--- config.mk ---
export PLATFORM = sky130hd
export DESIGN_NAME = dhcp_reply_parser
export DESIGN_NICKNAME = d
export VERILOG_FILES = /design/src/rtl/core/dhcprp_pkg.sv /design/src/rtl/core/dhcprp_in_reg.sv /design/src/rtl/core/dhcprp_hdr.sv /design/src/rtl/core/dhcprp_opt.sv /design/src/rtl/core/dhcp_reply_parser.sv
export SDC_FILE = /design/constraint.sdc
export NUM_CORES = 1
export LEC_CHECK = 0
export BUFFER_PORTS_ARGS = -buffer_cell sky130_fd_sc_hd__buf_2
export CAP_MARGIN = 10
export CORE_ASPECT_RATIO = 1.2
export CORE_MARGIN = 2
export CORE_UTILIZATION = 50
export CTS_CLUSTER_DIAMETER = 40
export DETAILED_ROUTE_END_ITERATION = 12
export PLACE_DENSITY_LB_ADDON = 0.12
export SLEW_MARGIN = 20
export SYNTH_ARGS = -nofsm -noshare
export SYNTH_HDL_FRONTEND = slang
export SYNTH_HIERARCHICAL = 1
export SYNTH_SLANG_ARGS = --single-unit
--- constraint.sdc ---
create_clock -name i_clk -period 9.39 [get_ports i_clk]
set_clock_uncertainty 0.05 [all_clocks]
set_input_delay 1.878 -clock i_clk [delete_from_list [all_inputs] [get_ports i_clk]]
set_output_delay 1.878 -clock i_clk [all_outputs]
set_load 0.02 [all_outputs]
--- src/rtl/core/dhcprp_pkg.sv ---
`timescale 1ns / 1ps
// ----------------------------------------------------------------------------
// dhcprp_pkg
// Shared types and constants for the DHCP reply parser.
// ----------------------------------------------------------------------------
package dhcprp_pkg;

    localparam logic [15:0] HDR_LEN      = 16'd240;
    localparam logic [15:0] POS_MAX      = 16'hFFFF;
    localparam logic [15:0] XID_LAST     = 16'd7;
    localparam logic [15:0] YIADDR_LAST  = 16'd19;
    localparam logic [15:0] SIADDR_LAST  = 16'd23;
    localparam logic [15:0] COOKIE_LAST  = 16'd239;
    localparam logic [31:0] DHCP_COOKIE  = 32'h6382_5363;
    localparam logic [31:0] MASK_RESET   = 32'hFFFF_FF00;

    localparam logic [7:0] OPT_PAD    = 8'd0;
    localparam logic [7:0] OPT_END    = 8'hFF;
    localparam logic [7:0] OPT_TYPE   = 8'd53;
    localparam logic [7:0] OPT_SERVER = 8'd54;
    localparam logic [7:0] OPT_MASK   = 8'd1;
    localparam logic [7:0] OPT_ROUTER = 8'd3;
    localparam logic [7:0] OPT_DNS    = 8'd6;

    localparam logic [7:0] MT_OFFER = 8'd2;
    localparam logic [7:0] MT_ACK   = 8'd5;
    localparam logic [7:0] MT_NAK   = 8'd6;

    // slot bits: 0 type, 1 server id, 2 mask, 3 router, 4 dns
    localparam int NUM_SLOTS = 5;

    typedef enum logic [2:0] {
        ST_SHORT   = 3'd0,
        ST_XID     = 3'd1,
        ST_COOKIE  = 3'd2,
        ST_NO_TYPE = 3'd3,
        ST_OFFER   = 3'd4,
        ST_ACK     = 3'd5,
        ST_NAK     = 3'd6,
        ST_OTHER   = 3'd7
    } t_status;

    typedef struct packed {
        logic [7:0] data;
        logic       last;
    } t_beat;

    typedef struct packed {
        logic        opt_step;
        logic        long_enough;
        logic        xid_ok;
        logic        cookie_ok;
        logic [31:0] client;
        logic [31:0] server;
    } t_hdr_stat;

    typedef struct packed {
        logic [NUM_SLOTS-1:0] good;
        logic [7:0]           type_code;
        logic [3:0][31:0]     cand;
    } t_opt_stat;

    function automatic logic [NUM_SLOTS-1:0] slot_mask(input logic [7:0] code);
        logic [NUM_SLOTS-1:0] m;
        m = '0;
        case (code)
            OPT_TYPE:   m = 5'b00001;
            OPT_SERVER: m = 5'b00010;
            OPT_MASK:   m = 5'b00100;
            OPT_ROUTER: m = 5'b01000;
            OPT_DNS:    m = 5'b10000;
            default:    m = '0;
        endcase
        return m;
    endfunction

endpackage

--- src/rtl/core/dhcprp_in_reg.sv ---
`timescale 1ns / 1ps
// ----------------------------------------------------------------------------
// dhcprp_in_reg
// Input register: holds one byte beat until the parse stage takes it.
// ----------------------------------------------------------------------------
module dhcprp_in_reg (
    input  logic                i_clk,
    input  logic                i_rst_n,
    input  logic                i_in_valid,
    output logic                o_in_ready,
    input  dhcprp_pkg::t_beat   i_beat,
    input  logic                i_take,
    output logic                o_valid,
    output dhcprp_pkg::t_beat   o_beat
);
    import dhcprp_pkg::*;

    logic  r_valid;
    t_beat r_beat;

    assign o_in_ready = !r_valid || i_take;
    assign o_valid    = r_valid;
    assign o_beat     = r_beat;

    always_ff @(posedge i_clk) begin
        if (!i_rst_n) begin
            r_valid <= 1'b0;
        end else if (o_in_ready) begin
            r_valid <= i_in_valid;
        end
    end

    always_ff @(posedge i_clk) begin
        if (i_in_valid && o_in_ready) begin
            r_beat <= i_beat;
        end
    end

endmodule

--- src/rtl/core/dhcprp_hdr.sv ---
`timescale 1ns / 1ps
// ----------------------------------------------------------------------------
// dhcprp_hdr
// Byte counter and fixed-header checks (xid, yiaddr, siaddr, cookie).
// ----------------------------------------------------------------------------
module dhcprp_hdr (
    input  logic                  i_clk,
    input  logic                  i_rst_n,
    input  logic                  i_en,
    input  logic                  i_clr,
    input  logic [7:0]            i_byte,
    input  logic [31:0]           i_exp_xid,
    output dhcprp_pkg::t_hdr_stat o_stat
);
    import dhcprp_pkg::*;

    logic [15:0] r_pos, n_pos;
    logic [31:0] r_shift, n_shift;
    logic        r_xid_ok, n_xid_ok;
    logic        r_cookie_ok, n_cookie_ok;
    logic [31:0] r_client, n_client;
    logic [31:0] r_server, n_server;
    logic        step;
    logic        hdr_step;

    assign step     = i_en && (r_pos != POS_MAX);
    assign hdr_step = step && (r_pos < HDR_LEN);

    always_comb begin
        n_pos       = step ? r_pos + 16'd1 : r_pos;
        n_shift     = r_shift;
        n_xid_ok    = r_xid_ok;
        n_cookie_ok = r_cookie_ok;
        n_client    = r_client;
        n_server    = r_server;
        if (hdr_step) begin
            n_shift = {r_shift[23:0], i_byte};
            if (r_pos == XID_LAST && n_shift != i_exp_xid) begin
                n_xid_ok = 1'b0;
            end
            if (r_pos == YIADDR_LAST) begin
                n_client = n_shift;
            end
            if (r_pos == SIADDR_LAST) begin
                n_server = n_shift;
            end
            if (r_pos == COOKIE_LAST && n_shift != DHCP_COOKIE) begin
                n_cookie_ok = 1'b0;
            end
        end
    end

    assign o_stat.opt_step    = step && (r_pos >= HDR_LEN);
    assign o_stat.long_enough = (n_pos >= HDR_LEN);
    assign o_stat.xid_ok      = n_xid_ok;
    assign o_stat.cookie_ok   = n_cookie_ok;
    assign o_stat.client      = n_client;
    assign o_stat.server      = n_server;

    always_ff @(posedge i_clk) begin
        if (!i_rst_n || i_clr) begin
            r_pos       <= '0;
            r_shift     <= '0;
            r_xid_ok    <= 1'b1;
            r_cookie_ok <= 1'b1;
            r_client    <= '0;
            r_server    <= '0;
        end else begin
            r_pos       <= n_pos;
            r_shift     <= n_shift;
            r_xid_ok    <= n_xid_ok;
            r_cookie_ok <= n_cookie_ok;
            r_client    <= n_client;
            r_server    <= n_server;
        end
    end

endmodule

--- src/rtl/core/dhcprp_opt.sv ---
`timescale 1ns / 1ps
// ----------------------------------------------------------------------------
// dhcprp_opt
// Option list walker: tracks code/length/data and latches first options.
// ----------------------------------------------------------------------------
module dhcprp_opt (
    input  logic                  i_clk,
    input  logic                  i_rst_n,
    input  logic                  i_en,
    input  logic                  i_clr,
    input  logic [7:0]            i_byte,
    output dhcprp_pkg::t_opt_stat o_stat
);
    import dhcprp_pkg::*;

    typedef enum logic [3:0] {
        PH_CODE = 4'b0001,
        PH_LEN  = 4'b0010,
        PH_DATA = 4'b0100,
        PH_STOP = 4'b1000
    } t_phase;

    t_phase               r_phase, n_phase;
    logic [7:0]           r_code, n_code;
    logic [7:0]           r_left, n_left;
    logic [2:0]           r_seen, n_seen;
    logic [31:0]          r_shift, n_shift;
    logic [NUM_SLOTS-1:0] r_started, n_started;
    logic [NUM_SLOTS-1:0] r_complete, n_complete;
    logic [NUM_SLOTS-1:0] r_lenok, n_lenok;
    logic [7:0]           r_mtype, n_mtype;
    logic [3:0][31:0]     r_cand, n_cand;

    always_comb begin
        logic [NUM_SLOTS-1:0] m;
        logic [NUM_SLOTS-1:0] hit;
        logic [NUM_SLOTS-1:0] fm;
        logic                 len_ok;
        logic                 do_fin;
        m          = slot_mask(r_code);
        hit        = m & ~r_complete;
        fm         = '0;
        len_ok     = 1'b0;
        do_fin     = 1'b0;
        n_phase    = r_phase;
        n_code     = r_code;
        n_left     = r_left;
        n_seen     = r_seen;
        n_shift    = r_shift;
        n_started  = r_started;
        n_complete = r_complete;
        n_lenok    = r_lenok;
        n_mtype    = r_mtype;
        n_cand     = r_cand;
        if (i_en) begin
            case (r_phase)
                PH_CODE: begin
                    if (i_byte == OPT_END) begin
                        n_phase = PH_STOP;
                    end else if (i_byte != OPT_PAD) begin
                        n_code  = i_byte;
                        n_phase = PH_LEN;
                    end
                end
                PH_LEN: begin
                    n_left    = i_byte;
                    n_seen    = '0;
                    n_shift   = '0;
                    n_started = r_started | hit;
                    len_ok    = (m[0] && i_byte != 8'd0)
                             || ((m[1] || m[2]) && i_byte == 8'd4)
                             || ((m[3] || m[4]) && i_byte >= 8'd4);
                    n_lenok   = len_ok ? (r_lenok | hit) : (r_lenok & ~hit);
                    if (i_byte == 8'd0) begin
                        do_fin = 1'b1;
                    end else begin
                        n_phase = PH_DATA;
                    end
                end
                PH_DATA: begin
                    if (m[0] && r_seen == 3'd0 && r_started[0]) begin
                        n_mtype = i_byte;
                    end
                    if (r_seen < 3'd4) begin
                        n_shift = {r_shift[23:0], i_byte};
                        n_seen  = r_seen + 3'd1;
                    end
                    n_left = r_left - 8'd1;
                    if (n_left == 8'd0) begin
                        do_fin = 1'b1;
                    end
                end
                PH_STOP: begin
                end
                default: begin
                end
            endcase
        end
        // option done: first complete occurrence latches its value
        if (do_fin) begin
            fm         = m & n_started;
            n_started  = n_started & ~fm;
            n_complete = n_complete | fm;
            for (int i = 0; i < 4; i++) begin
                if (fm[i+1]) begin
                    n_cand[i] = n_shift;
                end
            end
            n_phase = PH_CODE;
        end
    end

    assign o_stat.good      = n_complete & n_lenok;
    assign o_stat.type_code = n_mtype;
    assign o_stat.cand      = n_cand;

    always_ff @(posedge i_clk) begin
        if (!i_rst_n || i_clr) begin
            r_phase    <= PH_CODE;
            r_code     <= '0;
            r_left     <= '0;
            r_seen     <= '0;
            r_shift    <= '0;
            r_started  <= '0;
            r_complete <= '0;
            r_lenok    <= '0;
            r_mtype    <= '0;
            r_cand     <= '0;
        end else begin
            r_phase    <= n_phase;
            r_code     <= n_code;
            r_left     <= n_left;
            r_seen     <= n_seen;
            r_shift    <= n_shift;
            r_started  <= n_started;
            r_complete <= n_complete;
            r_lenok    <= n_lenok;
            r_mtype    <= n_mtype;
            r_cand     <= n_cand;
        end
    end

endmodule

--- src/rtl/core/dhcp_reply_parser.sv ---
`timescale 1ns / 1ps
// A packet's result is registered once its last byte beat leaves the input register.
// Throughput: one byte beat per cycle; one input register and one parse stage.
// A held result stalls the input only when the next parsed beat ends a packet.
// Reset (synchronous, active low) clears all parse state, expected_xid to 0,
// the lease fields to 0 and the netmask to 0xFFFFFF00.
// ----------------------------------------------------------------------------
// dhcp_reply_parser
// Parses a DHCP reply payload byte by byte and reports the reply type,
// updating the stored lease fields when an OFFER is seen.
// ----------------------------------------------------------------------------
module dhcp_reply_parser (
    input  logic        i_clk,
    input  logic        i_rst_n,
    // configuration: expected transaction id
    input  logic        i_cfg_we,
    input  logic [31:0] i_cfg_wdata,
    // byte input channel
    input  logic        i_in_valid,
    output logic        o_in_ready,
    input  logic [7:0]  i_data_byte,
    input  logic        i_last_byte,
    // result channel
    output logic        o_out_valid,
    input  logic        i_out_ready,
    output logic [2:0]  o_status,
    output logic [31:0] o_offered_address,
    output logic [31:0] o_server_address,
    output logic [31:0] o_subnet_mask,
    output logic [31:0] o_gateway_address,
    output logic [31:0] o_dns_address
);
    import dhcprp_pkg::*;

    logic [31:0] r_exp_xid;

    // input register stage
    t_beat in_beat;
    t_beat q_beat;
    logic  q_valid;
    logic  proc_fire;
    logic  res_load;

    assign in_beat.data = i_data_byte;
    assign in_beat.last = i_last_byte;

    dhcprp_in_reg u_in_reg (
        .i_clk      (i_clk),
        .i_rst_n    (i_rst_n),
        .i_in_valid (i_in_valid),
        .o_in_ready (o_in_ready),
        .i_beat     (in_beat),
        .i_take     (proc_fire),
        .o_valid    (q_valid),
        .o_beat     (q_beat)
    );

    // The held beat is parsed unless it ends a packet and the result
    // register is still occupied.
    logic r_out_valid;
    assign proc_fire = q_valid && (!q_beat.last || !r_out_valid || i_out_ready);
    assign res_load  = proc_fire && q_beat.last;

    // parse stage: header unit and option walker, both cleared at packet end
    t_hdr_stat hdr;
    t_opt_stat opt;

    dhcprp_hdr u_hdr (
        .i_clk     (i_clk),
        .i_rst_n   (i_rst_n),
        .i_en      (proc_fire),
        .i_clr     (res_load),
        .i_byte    (q_beat.data),
        .i_exp_xid (r_exp_xid),
        .o_stat    (hdr)
    );

    dhcprp_opt u_opt (
        .i_clk   (i_clk),
        .i_rst_n (i_rst_n),
        .i_en    (hdr.opt_step),
        .i_clr   (res_load),
        .i_byte  (q_beat.data),
        .o_stat  (opt)
    );

    // Status is decided from the state as it stands after this beat.
    t_status n_status;
    always_comb begin
        if (!hdr.long_enough) begin
            n_status = ST_SHORT;
        end else if (!hdr.xid_ok) begin
            n_status = ST_XID;
        end else if (!hdr.cookie_ok) begin
            n_status = ST_COOKIE;
        end else if (!opt.good[0]) begin
            n_status = ST_NO_TYPE;
        end else begin
            case (opt.type_code)
                MT_OFFER: n_status = ST_OFFER;
                MT_ACK:   n_status = ST_ACK;
                MT_NAK:   n_status = ST_NAK;
                default:  n_status = ST_OTHER;
            endcase
        end
    end

    // Result register. The lease registers double as the output payload:
    // they only move when a new result is loaded.
    t_status     r_status;
    logic [31:0] r_lease_address;
    logic [31:0] r_lease_server;
    logic [31:0] r_lease_mask;
    logic [31:0] r_lease_gateway;
    logic [31:0] r_lease_dns;

    always_ff @(posedge i_clk) begin
        if (!i_rst_n) begin
            r_exp_xid <= '0;
        end else if (i_cfg_we) begin
            r_exp_xid <= i_cfg_wdata;
        end
    end

    always_ff @(posedge i_clk) begin
        if (!i_rst_n) begin
            r_out_valid <= 1'b0;
        end else if (res_load) begin
            r_out_valid <= 1'b1;
        end else if (i_out_ready) begin
            r_out_valid <= 1'b0;
        end
    end

    always_ff @(posedge i_clk) begin
        if (res_load) begin
            r_status <= n_status;
        end
    end

    always_ff @(posedge i_clk) begin
        if (!i_rst_n) begin
            r_lease_address <= '0;
            r_lease_server  <= '0;
            r_lease_mask    <= MASK_RESET;
            r_lease_gateway <= '0;
            r_lease_dns     <= '0;
        end else if (res_load && n_status == ST_OFFER) begin
            r_lease_address <= hdr.client;
            // server id option wins over siaddr when it is exactly 4 bytes
            r_lease_server  <= opt.good[1] ? opt.cand[0] : hdr.server;
            if (opt.good[2]) begin
                r_lease_mask <= opt.cand[1];
            end
            if (opt.good[3]) begin
                r_lease_gateway <= opt.cand[2];
            end
            if (opt.good[4]) begin
                r_lease_dns <= opt.cand[3];
            end
        end
    end

    assign o_out_valid       = r_out_valid;
    assign o_status          = r_status;
    assign o_offered_address = r_lease_address;
    assign o_server_address  = r_lease_server;
    assign o_subnet_mask     = r_lease_mask;
    assign o_gateway_address = r_lease_gateway;
    assign o_dns_address     = r_lease_dns;

`ifndef NO_ASSERTIONS
    // a loaded result is presented on the next cycle
    a_load_shows: assert property (@(posedge i_clk) disable iff (!i_rst_n)
        res_load |=> r_out_valid)
        else $error("result load did not raise valid");

    // a new result never overwrites one that is still waiting
    a_no_overwrite: assert property (@(posedge i_clk) disable iff (!i_rst_n)
        res_load |-> (!r_out_valid || i_out_ready))
        else $error("result overwritten while held");

    // a beat that is not parsed stays in the input register
    a_beat_kept: assert property (@(posedge i_clk) disable iff (!i_rst_n)
        (q_valid && !proc_fire) |=> (q_valid && $stable(q_beat)))
        else $error("input beat lost");

    // lease fields move only together with an OFFER result
    a_lease_offer: assert property (@(posedge i_clk) disable iff (!i_rst_n)
        ($past(i_rst_n) && !$stable(r_lease_address))
            |-> (r_out_valid && r_status == ST_OFFER))
        else $error("lease changed without offer");
`endif

endmodule

=== After elaboration in Yosys (flattened, before gate mapping) ===
Cells that the tools add are included.

* Input bits: 46
* Register bits after elaboration: 518
* Logic and storage cells: 162

* Reductions and logical operators: 41
* Add/sub/neg operators: 3
* Multiplexer cells: 47
* Eq/ne operators: 24
* Bitwise gates (word level): 12
* Order comparisons: 5

{| class="wikitable"
|+ Operator list
! cell !! number
|-
| $mux 32 || 11
|-
| $mux 128 || 1
|-
| $pmux 32 s2 || 1
|-
| $mux 5 || 7
|-
| $eq 16x5->1 const B || 2
|-
| $eq 8x3->1 const B || 4
|-
| $ge 16x8->1 const B || 2
|-
| $ne 32x31->1 const B || 1
|-
| $ne 32x32->1 || 1
|-
| $and 5x5->5 || 5
|-
| $pmux 5 s5 || 1
|-
| $mux 8 || 3
|-
| $add 16x1->16 const B || 1
|-
| $eq 16x3->1 const B || 1
|-
| $eq 16x8->1 const B || 1
|-
| $eq 8x2->1 const B || 2
|-
| $eq 8x6->1 const B || 2
|-
| $logic_not 8->1 || 2
|-
| $lt 16x8->1 const B || 1
|-
| $mux 16 || 1
|-
| $ne 16x16->1 const B || 1
|-
| $pmux 8 s2 || 1
|-
| $mux 3 || 5
|-
| $not 5->5 || 3
|-
| 31 further kinds || 72
|}

=== Depth between registers and ports, before layout ===
* Depth after elaboration: 18
* Gate-level depth with buffers: 19
* Gate-level depth less buffers: 14

=== Hierarchy ===
The synthesis kept the hierarchy.

{| class="wikitable"
|+ Modules (own cells, without submodules)
! module !! cells each !! times used !! area each (um^2)
|-
| dhcprp_opt || 986 || 1 || 9713.1
|-
| dhcp_reply_parser || 882 || 1 || 8249.2
|-
| dhcprp_hdr || 651 || 1 || 4916.0
|-
| dhcprp_in_reg || 14 || 1 || 327.8
|}

=== Worst setup path after synthesis ===
No wires, ideal clock.

* Kind: input port to flip-flop
* Start point: in i_out_ready
* End point: reg r_lease_mask[21] (netlist: o_subnet_mask[21])
* Cell stages on the path: 17
* Arrival time: 5849 ps
* Setup time: 137 ps
* Required time: 9203 ps
* Path slack: 3354 ps
* Cells stage by stage: nor2b_1 -> a21boi_0 -> buf_2 -> nand2_1 -> a21oi_1 -> nor3b_2 -> and2_1 -> clkbuf_1 -> and4_1 -> clkbuf_1 -> mux2_2 -> or3b_4 -> or4_4 -> clkbuf_8 -> buf_6 -> o31ai_2 -> nand3_1

{| class="wikitable"
|+ RTL lines
! what !! line !! source
|-
| start, declared || dhcp_reply_parser.sv:25 || <nowiki>input logic i_out_ready,</nowiki>
|-
| end signal, assigned || dhcp_reply_parser.sv:153 || <nowiki>r_lease_mask <= opt.cand[1];</nowiki>
|-
| end, declared || dhcp_reply_parser.sv:113 || <nowiki>logic [31:0] r_lease_mask;</nowiki>
|}

==> run_summary.xml <==
<?xml version="1.0" encoding="UTF-8"?>
<metrics>
  <group name="die">
    <metric name="rows" unit="">86</metric>
    <metric name="fp.coreArea" unit="um2">45800</metric>
    <metric name="top_level_pins" unit="">211</metric>
    <metric name="die_width" unit="um">201</metric>
    <metric name="initial_utilization" unit="%">50.6</metric>
    <metric name="chipHeight" unit="um">240</metric>
    <metric name="fp.dieArea" unit="um2">48200</metric>
  </group>
  <group name="global_route">
    <metric name="grt_max_degree" unit="">176</metric>
    <metric name="antenna_found_initial" unit="">0</metric>
    <metric name="global_route.overflow_total" unit="">0</metric>
    <metric name="number_of_global_route_vias_before_repair" unit="">18277</metric>
    <metric name="grt.total_usage" unit="%">27.8</metric>
    <metric name="grt_pass1_wl" unit="um">105000</metric>
  </group>
  <group name="clock_network">
    <metric name="tritoncts" unit="">built</metric>
    <metric name="cts_hold_repair.buffers" unit="">0</metric>
    <metric name="cts_num_sinks" unit="">518</metric>
    <metric name="cts_resized" unit="">0</metric>
    <metric name="post_cts_buffers" unit="">0</metric>
    <metric name="htreeDepth" unit="">3</metric>
    <metric name="cts-root-buf" unit="">clkbuf_16</metric>
    <metric name="clkTransAtPathRegs" unit="ns">0.05</metric>
    <metric name="ctsLongestPathBuffers" unit="">3</metric>
    <metric name="clk_latency" unit="ns">0.59</metric>
    <metric name="clock_buffer_count_from_cts" unit="">69</metric>
  </group>
  <group name="synth">
    <metric name="netlist_instances" unit="">2533</metric>
    <metric name="synth_enable_flop_cells" unit="">12</metric>
    <metric name="post-synth-top-count-cell" unit="">dfxtp_1</metric>
    <metric name="yosys-top-cells-area" unit="">dfxtp_1 (44%), mux2i_1 (8.6%), nand2_1 (7.1%), a21oi_1 (5.5%), mux2_2 (4.1%)</metric>
    <metric name="syn_area" unit="um2">23200</metric>
    <metric name="synth_warnings" unit="">6</metric>
    <metric name="synth-seq-area-share" unit="%">45.2</metric>
    <metric name="post_synth.cell_area_avg" unit="um2">9.16</metric>
    <metric name="synth.ff_latch_count" unit="">518</metric>
    <metric name="synth_flop_cell" unit="">dfxtp_1</metric>
    <metric name="synth_top_area_share" unit="%">43.7</metric>
    <metric name="synth_common_cells" unit="">dfxtp_1 (506), nand2_1 (438), a21oi_1 (253)</metric>
    <metric name="synth_nets" unit="">2585</metric>
    <metric name="synthDistinctLibCells" unit="">77</metric>
    <metric name="yosys.area.top_type" unit="">dfxtp_1</metric>
    <metric name="synthArstFlopShare" unit="%">0</metric>
  </group>
  <group name="timing">
    <metric name="worst_slew_pin_slew" unit="ns">1.12</metric>
    <metric name="timing.slew.headroom" unit="%">25.4</metric>
    <metric name="final_period_minus_worst_setup_slack" unit="ns">6.77</metric>
    <metric name="final_min_period_over_clock_period" unit="%">72.1</metric>
    <metric name="clock.fmax" unit="GHz">0.148</metric>
    <metric name="rsz0062_at_grt" unit="">no</metric>
    <metric name="timing_max_transition_violations_final" unit="">0</metric>
    <metric name="final_hold_viol_count" unit="">0</metric>
    <metric name="layout_setup_ws" unit="ns">2.62</metric>
    <metric name="finalSetupViolations" unit="">0</metric>
    <metric name="finalSetupTns" unit="ns">0</metric>
  </group>
  <group name="power">
    <metric name="power_density" unit="nW/um2">190</metric>
    <metric name="power_leakage" unit="nW">10.8</metric>
    <metric name="peak_supply_drop" unit="uV">132</metric>
  </group>
  <group name="critical_path">
    <metric name="regToRegStartpoint" unit="">u_hdr/r_pos[0]</metric>
    <metric name="timing.rr.end" unit="">o_server_address[5]</metric>
    <metric name="crit_type" unit="">in2reg</metric>
    <metric name="end_kind" unit="">register</metric>
    <metric name="critical_path_peak_fanout" unit="">66</metric>
    <metric name="critPathArrivalTime" unit="ns">7.14</metric>
    <metric name="cp_data_required_time" unit="ns">9.75</metric>
    <metric name="regToRegSetupSlack" unit="ns">3.33</metric>
    <metric name="r2r.worst_path.cells" unit="">14</metric>
    <metric name="worst_setup_path_start_kind" unit="">input pin</metric>
  </group>
  <group name="worst_hold_path">
    <metric name="hold_path.startpoint" unit="">u_hdr/r_xid_ok</metric>
    <metric name="whs_endpoint" unit="">u_hdr/r_xid_ok</metric>
    <metric name="hold_removal_path_class" unit="">reg2reg</metric>
    <metric name="worst_hold_path.num_cells" unit="">1</metric>
  </group>
  <group name="route">
    <metric name="detailroute.via_count" unit="">19190</metric>
    <metric name="route.antenna.remaining_nets" unit="">0</metric>
    <metric name="post_drt_via_cell_ratio" unit="">5.83</metric>
    <metric name="drtIter0Drc" unit="">1503</metric>
    <metric name="wl" unit="um">69100</metric>
    <metric name="detailedRoute.firstPassIterationCount" unit="">6</metric>
    <metric name="avgRoutedWirePerCell" unit="um">21.0</metric>
    <metric name="drc" unit="">0</metric>
  </group>
  <group name="outcome">
    <metric name="run_status" unit="">complete, no violations</metric>
  </group>
  <group name="placed_design">
    <metric name="pre_cts_slack" unit="ns">2.08</metric>
    <metric name="dpl.hpwl" unit="um">45300</metric>
    <metric name="numPortBuffers" unit="">210</metric>
    <metric name="placer_congestion_estimate" unit="">0.886</metric>
  </group>
  <group name="final_layout">
    <metric name="finalCoreUtilization" unit="%">58.2</metric>
    <metric name="area_growth" unit="%">14.9</metric>
    <metric name="share_of_layout_cells_above_drive_strength_1" unit="%">19.3</metric>
    <metric name="finish.net_count" unit="">2676</metric>
    <metric name="antennaDiodeCount" unit="">0</metric>
  </group>
  <group name="job">
    <metric name="max-cap-violations" unit="">0</metric>
  </group>
</metrics>
-- worst max-delay path by stage --
stage | to | start | depth (start not counted)
CTS | o_server_address[2] | i_out_ready | 15
global placement | o_server_address[3] | i_out_ready | 15
finish | o_server_address[5] | i_out_ready | 15
global route | o_server_address[1] | i_out_ready | 15
floorplan | o_subnet_mask[21] | i_out_ready | 17
detailed placement | o_server_address[2] | i_out_ready | 15
-- metrics by stage --
| step | instances | cell area [um2] | hold WS, ns | total power [mW] |
|---|---|---|---|---|
| floorplan | 2533 | 23200 | 0.368 | 2.36 |
| global placement | 3169 | 24300 | 0.377 | 2.41 |
| detailed placement | 3169 | 24300 | 0.386 | 2.41 |
| CTS | 3290 | 26700 | 0.399 | 5.10 |
| global route | 3290 | 26700 | 0.419 | 5.19 |
| finish | 3290 | 26700 | 0.400 | 5.06 |
-- area by class of cell --
| cell class | count | area (um2) |
|---|---|---|
| clock buffer | 95 | 2070 |
| timing repair buffer | 244 | 1350 |
| sequential | 518 | 10500 |
| clock inverter | 26 | 299 |
| multi-input combinational | 1742 | 11500 |
| inverter | 49 | 186 |
| tap | 616 | 771 |
| fill | 4067 | 19200 |
-- power breakdown --
group          internal (mW)  leakage [nW]  switching [mW]
registers               2.22          4.20          0.0156
logic                 0.0357          5.48          0.0917
clock network           1.69          1.16            1.00
-- routing by layer --
metal / track usage (%) / up-vias / wire [um]
met5: 0 / - / 0
met1: 34.3 / 9324 / 28500
li1: - / 9176 / -
met4: 11.4 / 0 / 2400
met3: 3.56 / 123 / 3580
met2: 49.3 / 567 / 34600
-- logic make-up after synthesis --
kind of cell / count (synthesis) / share of synthesized area [%]
xor gates and xnor gates: 54 / 2.04
and+or+nand+nor: 837 / 17.3
muxes: 335 / 15.5
adders and majority gates: 6 / 0.323
buffers and inverters: 273 / 5.78
AOI/OAI and AO/OA: 510 / 13.9
DFF: 518 / 45.2
-- cells in the final DEF (no fill, tap or decap), drive strengths merged, types with 5 or more instances in the layout --
cell type	n
dfxtp	506
nand2	438
a21oi	253
buf	244
mux2i	199
mux2	136
nand4	114
o31ai	96
clkbuf	95
nor2	93
nand3	70
inv	56
o21ai	51
xor2	41
a211oi	36
a22o	32
nor4	22
and2	20
nor3	14
xnor2	13
edfxtp	12
clkinv	9
nor4b	9
a31oi	9
and3	7
nor3b	7
a21boi	7
and4	6
ha	6
nand2b	6
nand4b	5
o21a	5
bufinv	5
clkinvlp	5
or4	5
or4b	5
-- worst max-delay path, cell delays in order --
cell	delay (ns)
buf_2	0.07
nor2b_1	0.12
a21boi_0	0.21
buf_4	0.21
nand2_1	0.12
a21oi_1	0.36
nor3b_2	0.66
and2_1	0.24
and4_1	0.43
mux2_2	0.41
or3b_4	0.43
or4_4	0.84
nor2_2	0.65
buf_4	0.36
a211oi_1	0.11
-- registers in the layout, indices dropped and copies added, names as in the netlist, 24 cells and up --
name	flops
o_dns_address	32
u_opt/r_cand	128
u_hdr/r_shift	24
o_offered_address	32
o_server_address	32
u_opt/r_shift	32
o_subnet_mask	32
u_hdr/r_client	32
o_gateway_address	32
u_hdr/r_server	32
r_exp_xid	32
No activity file was read; power rests on OpenSTA's default activity.
